==> config.mk <==
export PLATFORM = sky130hd
export DESIGN_NAME = abk_mul
export DESIGN_NICKNAME = d
export VERILOG_FILES = /design/src/rtl/angle_bias_kalman_filter_core_defines.svh /design/src/rtl/abk_pkg.sv /design/src/rtl/abk_mul.sv
export SDC_FILE = /design/constraint.sdc
export NUM_CORES = 2
export LEC_CHECK = 0
export BUFFER_PORTS_ARGS = -buffer_cell sky130_fd_sc_hd__buf_4
export CAP_MARGIN = 10
export CELL_PAD_IN_SITES_DETAIL_PLACEMENT = 1
export CELL_PAD_IN_SITES_GLOBAL_PLACEMENT = 1
export CORE_UTILIZATION = 45
export CTS_BUF_LIST = sky130_fd_sc_hd__clkbuf_4 sky130_fd_sc_hd__clkbuf_8
export DETAILED_ROUTE_END_ITERATION = 8
export PLACE_DENSITY_LB_ADDON = 0.1
export REMOVE_ABC_BUFFERS = 1
export SLEW_MARGIN = 40
export SYNTH_ARGS = -nofsm -noshare
export SYNTH_HDL_FRONTEND = slang
export SYNTH_SLANG_ARGS = --single-unit
==> constraint.sdc <==
create_clock -name aclk -period 11.4 [get_ports aclk]
set_input_delay 1.71 -clock aclk [delete_from_list [all_inputs] [get_ports aclk]]
set_output_delay 1.71 -clock aclk [all_outputs]
set_load 0.01 [all_outputs]
==> src/rtl/angle_bias_kalman_filter_core_defines.svh <==
// Assertion macros for the angle/bias filter core
`ifndef ANGLE_BIAS_KALMAN_FILTER_CORE_DEFINES_SVH
`define ANGLE_BIAS_KALMAN_FILTER_CORE_DEFINES_SVH
// Assert an implication on aclk, disabled while aresetn is low
`define ABK_ASSERT_IMP(label, ante, cons, msg) \
    label: assert property (@(posedge aclk) disable iff (!aresetn) (ante) |-> (cons)) \
        else $error(msg);
// Assert a next-cycle implication on aclk, disabled while aresetn is low
`define ABK_ASSERT_NXT(label, ante, cons, msg) \
    label: assert property (@(posedge aclk) disable iff (!aresetn) (ante) |=> (cons)) \
        else $error(msg);
`endif

==> src/rtl/abk_pkg.sv <==
// Package of the angle/bias filter core: types, constants and helpers
`default_nettype none
package abk_pkg;
    localparam int COV_FRAC_BITS_DEF = 24;
    localparam int DT_FRAC_BITS = 16;
    localparam logic [30:0] ANGLE_NOISE_RST = 31'd16777;
    localparam logic [30:0] BIAS_NOISE_RST = 31'd50332;
    localparam logic [30:0] MEASURE_NOISE_RST = 31'd503316;

    localparam logic [1:0] REG_ANGLE_NOISE = 2'd0;
    localparam logic [1:0] REG_BIAS_NOISE = 2'd1;
    localparam logic [1:0] REG_MEASURE_NOISE = 2'd2;

    typedef enum logic [4:0] {
        ST_IDLE, ST_P1, ST_P2, ST_P3, ST_P4, ST_P5, ST_P6, ST_P7,
        ST_DIV0, ST_DIVW0, ST_DIV1, ST_DIVW1,
        ST_C1, ST_C2, ST_C3, ST_C4, ST_C5, ST_C6, ST_C7, ST_OUT
    } state_t;

    typedef struct packed {
        logic start;
        logic signed [63:0] num;
        logic signed [63:0] den;
    } div_req_t;

    function automatic logic signed [31:0] sat32(input logic signed [65:0] v);
        if (v > 66'sh7FFFFFFF) return 32'sh7FFFFFFF;
        if (v < -66'sh80000000) return -32'sh80000000;
        return v[31:0];
    endfunction
endpackage
`default_nettype wire

==> src/rtl/abk_mul.sv <==
// Shared registered multiplier: signed 33x34 product with a floor shift
`default_nettype none
module abk_mul (
    input  wire logic               aclk,
    input  wire logic signed [32:0] op_a,
    input  wire logic signed [33:0] op_b,
    input  wire logic               frac_sel,
    output logic signed [65:0]      prod_sh
);
    parameter int COV_FRAC_BITS = abk_pkg::COV_FRAC_BITS_DEF;
    logic signed [65:0] prod_reg, prod_next;
    logic frac_reg;

    always_comb begin
        prod_next = 66'(op_a) * 66'(op_b);
    end
    always_ff @(posedge aclk) begin
        prod_reg <= prod_next;
        frac_reg <= frac_sel;
    end
    // arithmetic shift is floor
    assign prod_sh = frac_reg ? (prod_reg >>> COV_FRAC_BITS)
                              : (prod_reg >>> abk_pkg::DT_FRAC_BITS);
endmodule
`default_nettype wire

==> run metrics <==
placed wire-length estimate 98,130 um; Synth top area share 57.31%; pin count of the biggest net entering global routing 51; number of flops mapped to enable cells by yosys 0; RSZ-0062 raised after global routing false; floorplan die height 302.9 um; result of the run finished, final reports clean; worst hold path endpoint frac_reg$_DFF_P_; worst slew pin tran 0.7384 ns; main area contributors after synthesis fa_1 57%, inv_1 11%, and2_1 8.6%; critical-path cell with the highest stage delay fa_1; flip-flop and latch count after synthesis 51; most used flip-flop cell after synthesis dfxtp_1; post-DR wirelength/cell 22.17 um; area overhead of the layout relative to synthesis 3.972%; Final Hold Fails 0; number of buffers added to fix hold violations after cts 0; launch point of the worst hold path frac_sel; xor and xnor area share after synthesis 1.441%; startpoint kind of the worst setup timing path input pin; class of the tightest hold or removal check input pin to flop; Root Driver clkbuf_8; synthesized instance count 4,334; cell row count 109; post-synthesis compound-gate area fraction 2.912%; number of nets in the finished design 5,678; Max stage delay on crit path 0.57 ns; number of cells traversed by the worst hold path 1; antenna violations before repair 4; GRT Overall Usage 27.93%; clock-pin slew of the registers on the worst-case setup and hold paths 0.10 ns; layout cells sized above 1 5.174%; data arrival time of the critical path 9.44 ns; headroom to the max-slew limit 50.77%; vias 27.86k; # DRC 0; TritonCTS clock tree built; main combinational cell family by area after synthesis adder cells; count of distinct cell types in the synthesized netlist 66; width of the die 302.9 um; area of the mapped netlist 40,730 sq um; first-pass GRT wire length 192,400 um; Critical Path Start op_b[13]; proportion of synthesized chip area in sequential cells 2.507%; share of the cycle needed by the critical path after routing 81.08%; top cell family by delay on the critical path adder cells; post-CTS setup-driven buffer insertion count 0; Port Buffers 134; cells resized by post-CTS repair 0; number of setup violations in the final report 0; Pins Over Slew Limit 0; antenna violation net count after detailed routing 0; vias in the first global route 33.02k; total congestion overflow 0; cell type with the highest aggregate area in the netlist fa_1; Routed Wire Length 119,800 um; starting DRC count in detailed routing 1,112; sum of negative setup slack 0 ns; fraction of synthesized area in multiplexers 1.134%; number of levels the H-tree was split into 2; clock sink count 51; I/O pin count 135; sort of element at the end of the critical path flop; Filler Cell Count 10.24k; cts bufs inserted 5; Die ar. 91,720 sq um; minimum clock period 9.243 ns; initial standard-cell utilization of the core 45.74%; Highest Clock Rate 108.2 MHz; maximum fanout along the worst path 33; Critical path buffers and inverters 4; area fraction in and, or, nand and nor cells after synthesis 15.09%; post-synthesis average cell area 9.398 sq um; total core area 89,060 sq um; Initial DRT Pass Iterations 5; maximum buffer depth of the clock tree 2; CP required 11.60 ns; yosys synthesis warning count 0; classification of the worst setup path input pin to flop; proportion of synthesized flip-flops having asynchronous set or reset 0%; Crit path top cell by count fa_1; max capacitance violation total 0; critical-path cell list buf_4 > nand2_1 > fa_1 > fa_1 > inv_1 > fa_1 > fa_1 > fa_1 > fa_1 > fa_1 > inv_1 > fa_1 > inv_1 > ha_1 > a21o_1 > a21oi_1 > o21ai_1 > a21o_2 > a31oi_1 > a31oi_2 > o311ai_2 > nand2_1 > o311ai_1; final weighted congestion in routability-driven placement 0.8424; adder-cell share of the synthesized area 63.79%; number of flip-flops in the largest register 50; vias per cell 5.157
layout make-up:
type                    count  area [sq um]  share of cell area (%)
diodes                      4         10.01                 0.02364
clock buffers               6         82.58                  0.1950
clock inverters             2         38.79                 0.09159
inverters                1154          4332                   10.23
multi-input cells        2882         34370                   81.15
flip-flops and latches     51          1025                   2.420
well taps                1165          1458                   3.442
repair buffers            138          1036                   2.446
cell families after synthesis:
| logic type | Yosys count |
|---|---|
| mux | 41 |
| buf+inv | 1401 |
| simple gates | 1222 |
| fa+ha+maj | 1377 |
| xor+xnor | 67 |
| flops | 51 |
| compound gates | 175 |
layout by cell type, fill, tap and decap left out, drive strengths merged, types with 7 or more instances in the layout:
cell and n:
nor2 51, nand2 556, buf 138, dfxtp 51, o21a 9, a21o 33
nand2b 7, nand4 13, and3 10, mux2 41, xor2 19, ha 211
xnor2 48, and2 563, a21oi 56, o21ai 35, inv 1155, fa 1166
synthesized netlist by cell type (3+ instances only):
master,number
xnor2_1,48
a21o_1,28
clkbuf_1,218
o21ai_0,27
nand3_1,6
a21o_2,5
inv_1,1153
o21ai_1,8
nor2_1,49
buf_4,18
and3_1,8
nand4_1,13
buf_1,6
a21oi_1,55
dfxtp_1,51
buf_2,3
xor2_1,19
a211oi_1,3
mux2_2,41
o21bai_1,3
or4_1,4
ha_1,211
nor3_1,6
o211ai_1,4
a31oi_1,5
nand2b_1,7
o21a_1,8
nand2_1,556
fa_1,1166
and2_1,562
worst max path at each step:
stage                      endpoint  slack, ns  cells past startpoint
3_5_place_dp   prod_reg[64]$_DFF_P_       1.83                     23
2_1_floorplan  prod_reg[64]$_DFF_P_       2.78                     23
4_1_cts        prod_reg[64]$_DFF_P_       2.11                     23
5_1_grt        prod_reg[64]$_DFF_P_       1.80                     26
6_report       prod_reg[64]$_DFF_P_       2.16                     23
3_3_place_gp   prod_reg[64]$_DFF_P_       1.89                     24
per-layer routing:
metal  vias to the layer above  track usage, %  routed length [um]
met5                         -               0                   0
met4                         0           8.435                4142
met3                       166           1.625                3485
met2                       508           52.01               64580
met1                     15210           34.67               47580
li1                      11970               -                   -
per-stage QoR:
step	std cells	hold WS [ns]	instance area, sq um	utilization (%)	setup WS, ns
after global placement	5390	1.818	42210	47.40	1.892
after floorplan	4087	1.738	39720	-	2.777
after global routing	5398	1.473	42340	47.54	1.805
after detailed placement	5390	1.817	42220	47.40	1.835
after CTS	5398	1.480	42340	47.54	2.112
final	5402	1.496	42350	47.55	2.157
Power is not shown: default switching activity piles up to over one toggle a cycle in this logic, so the estimate is an artifact.
