==> src/rtl/angle_bias_kalman_filter_core_defines.svh <==
// Assertion macros for the angle/bias filter core
`ifndef ANGLE_BIAS_KALMAN_FILTER_CORE_DEFINES_SVH
`define ANGLE_BIAS_KALMAN_FILTER_CORE_DEFINES_SVH
// Assert an implication on aclk, disabled while aresetn is low
`define ABK_ASSERT_IMP(label, ante, cons, msg) \
    label: assert property (@(posedge aclk) disable iff (!aresetn) (ante) |-> (cons)) \
        else $error(msg);
// Assert a next-cycle implication on aclk, disabled while aresetn is low
`define ABK_ASSERT_NXT(label, ante, cons, msg) \
    label: assert property (@(posedge aclk) disable iff (!aresetn) (ante) |=> (cons)) \
        else $error(msg);
`endif

==> src/rtl/abk_pkg.sv <==
// Package of the angle/bias filter core: types, constants and helpers
`default_nettype none
package abk_pkg;
    localparam int COV_FRAC_BITS_DEF = 24;
    localparam int DT_FRAC_BITS = 16;
    localparam logic [30:0] ANGLE_NOISE_RST = 31'd16777;
    localparam logic [30:0] BIAS_NOISE_RST = 31'd50332;
    localparam logic [30:0] MEASURE_NOISE_RST = 31'd503316;

    localparam logic [1:0] REG_ANGLE_NOISE = 2'd0;
    localparam logic [1:0] REG_BIAS_NOISE = 2'd1;
    localparam logic [1:0] REG_MEASURE_NOISE = 2'd2;

    typedef enum logic [4:0] {
        ST_IDLE, ST_P1, ST_P2, ST_P3, ST_P4, ST_P5, ST_P6, ST_P7,
        ST_DIV0, ST_DIVW0, ST_DIV1, ST_DIVW1,
        ST_C1, ST_C2, ST_C3, ST_C4, ST_C5, ST_C6, ST_C7, ST_OUT
    } state_t;

    typedef struct packed {
        logic start;
        logic signed [63:0] num;
        logic signed [63:0] den;
    } div_req_t;

    function automatic logic signed [31:0] sat32(input logic signed [65:0] v);
        if (v > 66'sh7FFFFFFF) return 32'sh7FFFFFFF;
        if (v < -66'sh80000000) return -32'sh80000000;
        return v[31:0];
    endfunction
endpackage
`default_nettype wire

==> src/rtl/abk_div.sv <==
// Restoring divider: signed 64/64 quotient truncated toward zero, one bit a cycle
`default_nettype none
module abk_div (
    input  wire logic               aclk,
    input  wire logic               aresetn,
    input  wire abk_pkg::div_req_t  req,
    output logic                    done,
    output logic signed [63:0]      quot
);
    logic [63:0] rem_reg, rem_next, dvs_reg, dvs_next, q_reg, q_next;
    logic [6:0] cnt_reg, cnt_next;
    logic busy_reg, busy_next, neg_reg, neg_next, done_reg, done_next;
    logic [64:0] trial;
    logic [63:0] shifted;

    always_comb begin
        rem_next = rem_reg; dvs_next = dvs_reg; q_next = q_reg;
        cnt_next = cnt_reg; busy_next = busy_reg; neg_next = neg_reg;
        done_next = 1'b0;
        shifted = {rem_reg[62:0], q_reg[63]};
        trial = {1'b0, shifted} - {1'b0, dvs_reg};
        if (req.start) begin
            q_next = req.num[63] ? 64'(-req.num) : req.num;
            dvs_next = req.den[63] ? 64'(-req.den) : req.den;
            neg_next = req.num[63] ^ req.den[63];
            rem_next = '0; cnt_next = '0; busy_next = 1'b1;
        end else if (busy_reg) begin
            if (!trial[64]) begin
                rem_next = trial[63:0];
                q_next = {q_reg[62:0], 1'b1};
            end else begin
                rem_next = shifted;
                q_next = {q_reg[62:0], 1'b0};
            end
            cnt_next = cnt_reg + 7'd1;
            if (cnt_reg == 7'd63) begin
                busy_next = 1'b0;
                done_next = 1'b1;
            end
        end
    end

    always_ff @(posedge aclk) begin
        if (!aresetn) begin
            busy_reg <= 1'b0; done_reg <= 1'b0; cnt_reg <= '0;
        end else begin
            busy_reg <= busy_next; done_reg <= done_next; cnt_reg <= cnt_next;
        end
        rem_reg <= rem_next; dvs_reg <= dvs_next; q_reg <= q_next; neg_reg <= neg_next;
    end

    assign done = done_reg;
    assign quot = neg_reg ? -$signed(q_reg) : $signed(q_reg);
endmodule
`default_nettype wire

==> config.mk <==
export PLATFORM = sky130hd
export DESIGN_NAME = abk_div
export DESIGN_NICKNAME = d
export VERILOG_FILES = /design/src/rtl/angle_bias_kalman_filter_core_defines.svh /design/src/rtl/abk_pkg.sv /design/src/rtl/abk_div.sv
export SDC_FILE = /design/constraint.sdc
export NUM_CORES = 1
export LEC_CHECK = 0
export BUFFER_PORTS_ARGS = -buffer_cell sky130_fd_sc_hd__buf_2
export CORE_UTILIZATION = 63
export DETAILED_ROUTE_END_ITERATION = 10
export HOLD_SLACK_MARGIN = 0.1
export PLACE_DENSITY_LB_ADDON = 0.1
export SLEW_MARGIN = 10
export SYNTH_ARGS = -nofsm -noshare
export SYNTH_HDL_FRONTEND = slang
export SYNTH_SLANG_ARGS = --single-unit
==> constraint.sdc <==
create_clock -name aclk -period 6.2 [get_ports aclk]
set_input_delay 0.62 -clock aclk [delete_from_list [all_inputs] [get_ports aclk]]
set_output_delay 0.62 -clock aclk [all_outputs]
set_load 0.03 [all_outputs]
==> reports/results.tsv <==
metric	value	unit
post-synth top area cell	edfxtp_1	
Final #Nets	2213	
max-slew violations	0	
pin count of the biggest net entering global routing	116	
share of layout cells above drive strength 1	13.7	%
ANT nets after route	0	
CTS sink count	201	
commonest cells after routing, fill and taps aside	217 x nor2_1, 198 x a21oi_1, 194 x buf_2, 159 x xnor2_1, 130 x nand2_1	
full die area	0.0256	mm^2
vias in the first global route	13045	
via/cell ratio	6.15	
Num CTS Buffers	23	
Initial Utilization	64.4	%
setup tns final	0	ns
share of the core filled with cells	71.7	%
mux cell area share after synthesis	1.98	%
GRT Total Usage	31.3	%
Horiz. Die Dim	160	um
type of the worst setup path	register to register	
# hold bufs at CTS	0	
grt total ovfl	0	
Worst Slack Setup Final	1.40	ns
Mapped Cells	1890	
fin crit share	77.4	%
synthesized net count	2090	
GRT met2 Usage	50.5	%
met1 Use GR	44.1	%
P&R area growth vs syn	11.4	%
grt met3 use	4.10	%
crit start category	register	
core region area	0.0244	mm^2
post-synthesis xor/xnor area fraction	13.4	%
DR pass1 iterations	5	
commonest non-fill, non-tap cell in the layout	nor2_1	
Tmin final	4.80	ns
leakage power figure	6.88	nW
Post-synth ARST share	0	%
DRT Wirelength	41000	um
unrepaired setup endpoints after global routing	false	
synthesized area	0.0157	mm^2
Rows	57	
clock tree buffer depth	3	
Post-CTS Resized	0	
CTS tree	built	
IO Count	196	
Via Count	14508	
worst slew pin tran	1.10	ns
adder-cell share of the synthesized area	5.55	%
Critical Path RT	6.58	ns
routed len/inst	17.4	um
Max Fclk	0.209	GHz
Synth Warn #	0	
Slew HR	26.6	%
Worst-path clk slew	0.06	ns
Die Ht	160	um
Max H-tree Level	1	
post-synth top area share	24.7	%
busiest grt layer	met2	
Worst Hold Class	primary input to register	
crit end category	register	
DRC Markers	0	
Clk Latency, worst-skew pair	0.52	ns
Post-Synth Simple-Gate Area	18.9	%
first-pass GRT wire length	65800	um
largest family of logic cells by synthesized area	compound AO/OA/AOI/OAI gates	
Worst Skew	0.0142	ns
Initial DRC Count	1344	
Main synth FF type	edfxtp_1	
Detail Placement HPWL	31000	um
number of hold violations in the final report	0	
Port Buf Inserts	195	
Seq/Total Area, Yosys	33.9	%
max_cap viols	0	
outcome	completed	
EDFF count, synth	129	
CP max FO	84	
count of different cell masters after synthesis	72	
pwr dens	252	mW/mm^2
arrival time at the worst endpoint	5.17	ns
Cell Area, Placed	0.0168	mm^2
Yosys reg bits	201	
Pwr Total	4.40	mW
Compound-Gate Fraction of Synth Area	21.6	%
Final Wtd Congestion	1.01	
Syn Area/Cell	8.31	um^2
setup slack at placement	1.44	ns
antenna violations before repair	4	
leading post-synthesis cells by cell area	edfxtp_1 25%, dfxtp_1 9.2%, xnor2_1 8.9%	
design area	0.0175	mm^2
# Post-CTS Setup Buffers	0	
clk root buf	clkbuf_16	
VDD IR max	0.000236	V
# setup viols final	0	
==> kinds of logic after synthesis <==
family / count (synthesis)
compound gates: 547
buf+inv: 196
xor+xnor: 240
flops: 201
mux: 30
simple gates: 607
fa+ha+maj: 69
==> metal layers <==
layer / share of wire [%] / vias up / wire length [um]
met5: 0 / - / 0
met4: 2.5 / 0 / 1030
met3: 7.3 / 76 / 3000
met2: 45 / 544 / 18500
met1: 45 / 6775 / 18500
li1: - / 7113 / -
==> cells in the mapped netlist, types with 8 or more instances <==
master	n
nor2_1	218
a21oi_1	198
xnor2_1	159
nand2_1	130
edfxtp_1	129
o21ai_0	121
clkbuf_1	99
inv_1	92
xor2_1	81
dfxtp_1	72
ha_1	68
o31ai_1	57
a211oi_1	53
or3_1	45
or4_1	33
nor3_1	32
nand4_1	28
a21o_1	22
mux2i_1	22
nand2b_1	19
o41ai_1	19
nand3_1	18
nor2b_1	18
and3_1	16
or2_2	15
o21bai_1	13
a31oi_1	8
mux2_2	8
nor4_1	8
o21a_1	8
==> worst paths after layout <==
| check | startpoint | to | slack [ns] | depth (start not counted) |
|---|---|---|---|---|
| worst max-delay path | q_reg[63] | rem_reg[8] | 1.40 | 14 |
| worst min register to register | cnt_reg[6] | cnt_reg[6] | 0.49 | 2 |
| worst min-delay path | aresetn | busy_reg | 0.37 | 2 |
| worst max register to register | q_reg[63] | rem_reg[8] | 1.40 | 14 |
==> power by group <==
group	total, mW	internal [mW]	switching (mW)	leakage, nW
sequential	1.69	1.58	0.112	1.86
clock	1.31	0.771	0.538	0.354
combinational	1.40	0.517	0.885	4.67
total	4.40	2.87	1.54	6.88
==> stage by stage <==
step | hold slack, ns | cells
floorplan | 0.454 | 1890
detailed placement | 0.478 | 2312
finish | 0.366 | 2358
CTS | 0.350 | 2353
global placement | 0.466 | 2312
global route | 0.380 | 2357
==> critical path: stages, from the launching register on <==
cell and delay (ns):
edfxtp_1 0.45, inv_1 0.07, ha_1 0.21, fa_1 0.40
nor2b_1 0.21, o31ai_1 0.15, a211oi_1 0.35, a31oi_1 0.24
o2111a_1 0.38, nor4_1 0.84, nor2_4 0.24, buf_4 0.46
mux2_2 0.40, mux2i_1 0.15, nor2_1 0.05
==> area by class of cell <==
class | instances | area (um^2)
antenna | 5 | 12.5
timing repair buffer | 202 | 1040
clock inverter | 9 | 70.1
sequential | 201 | 5320
multi-input combinational | 1493 | 9650
tap | 324 | 405
clock buffer | 32 | 651
fill | 2022 | 6900
inverter | 92 | 345
(Power assumes the default switching activity.)
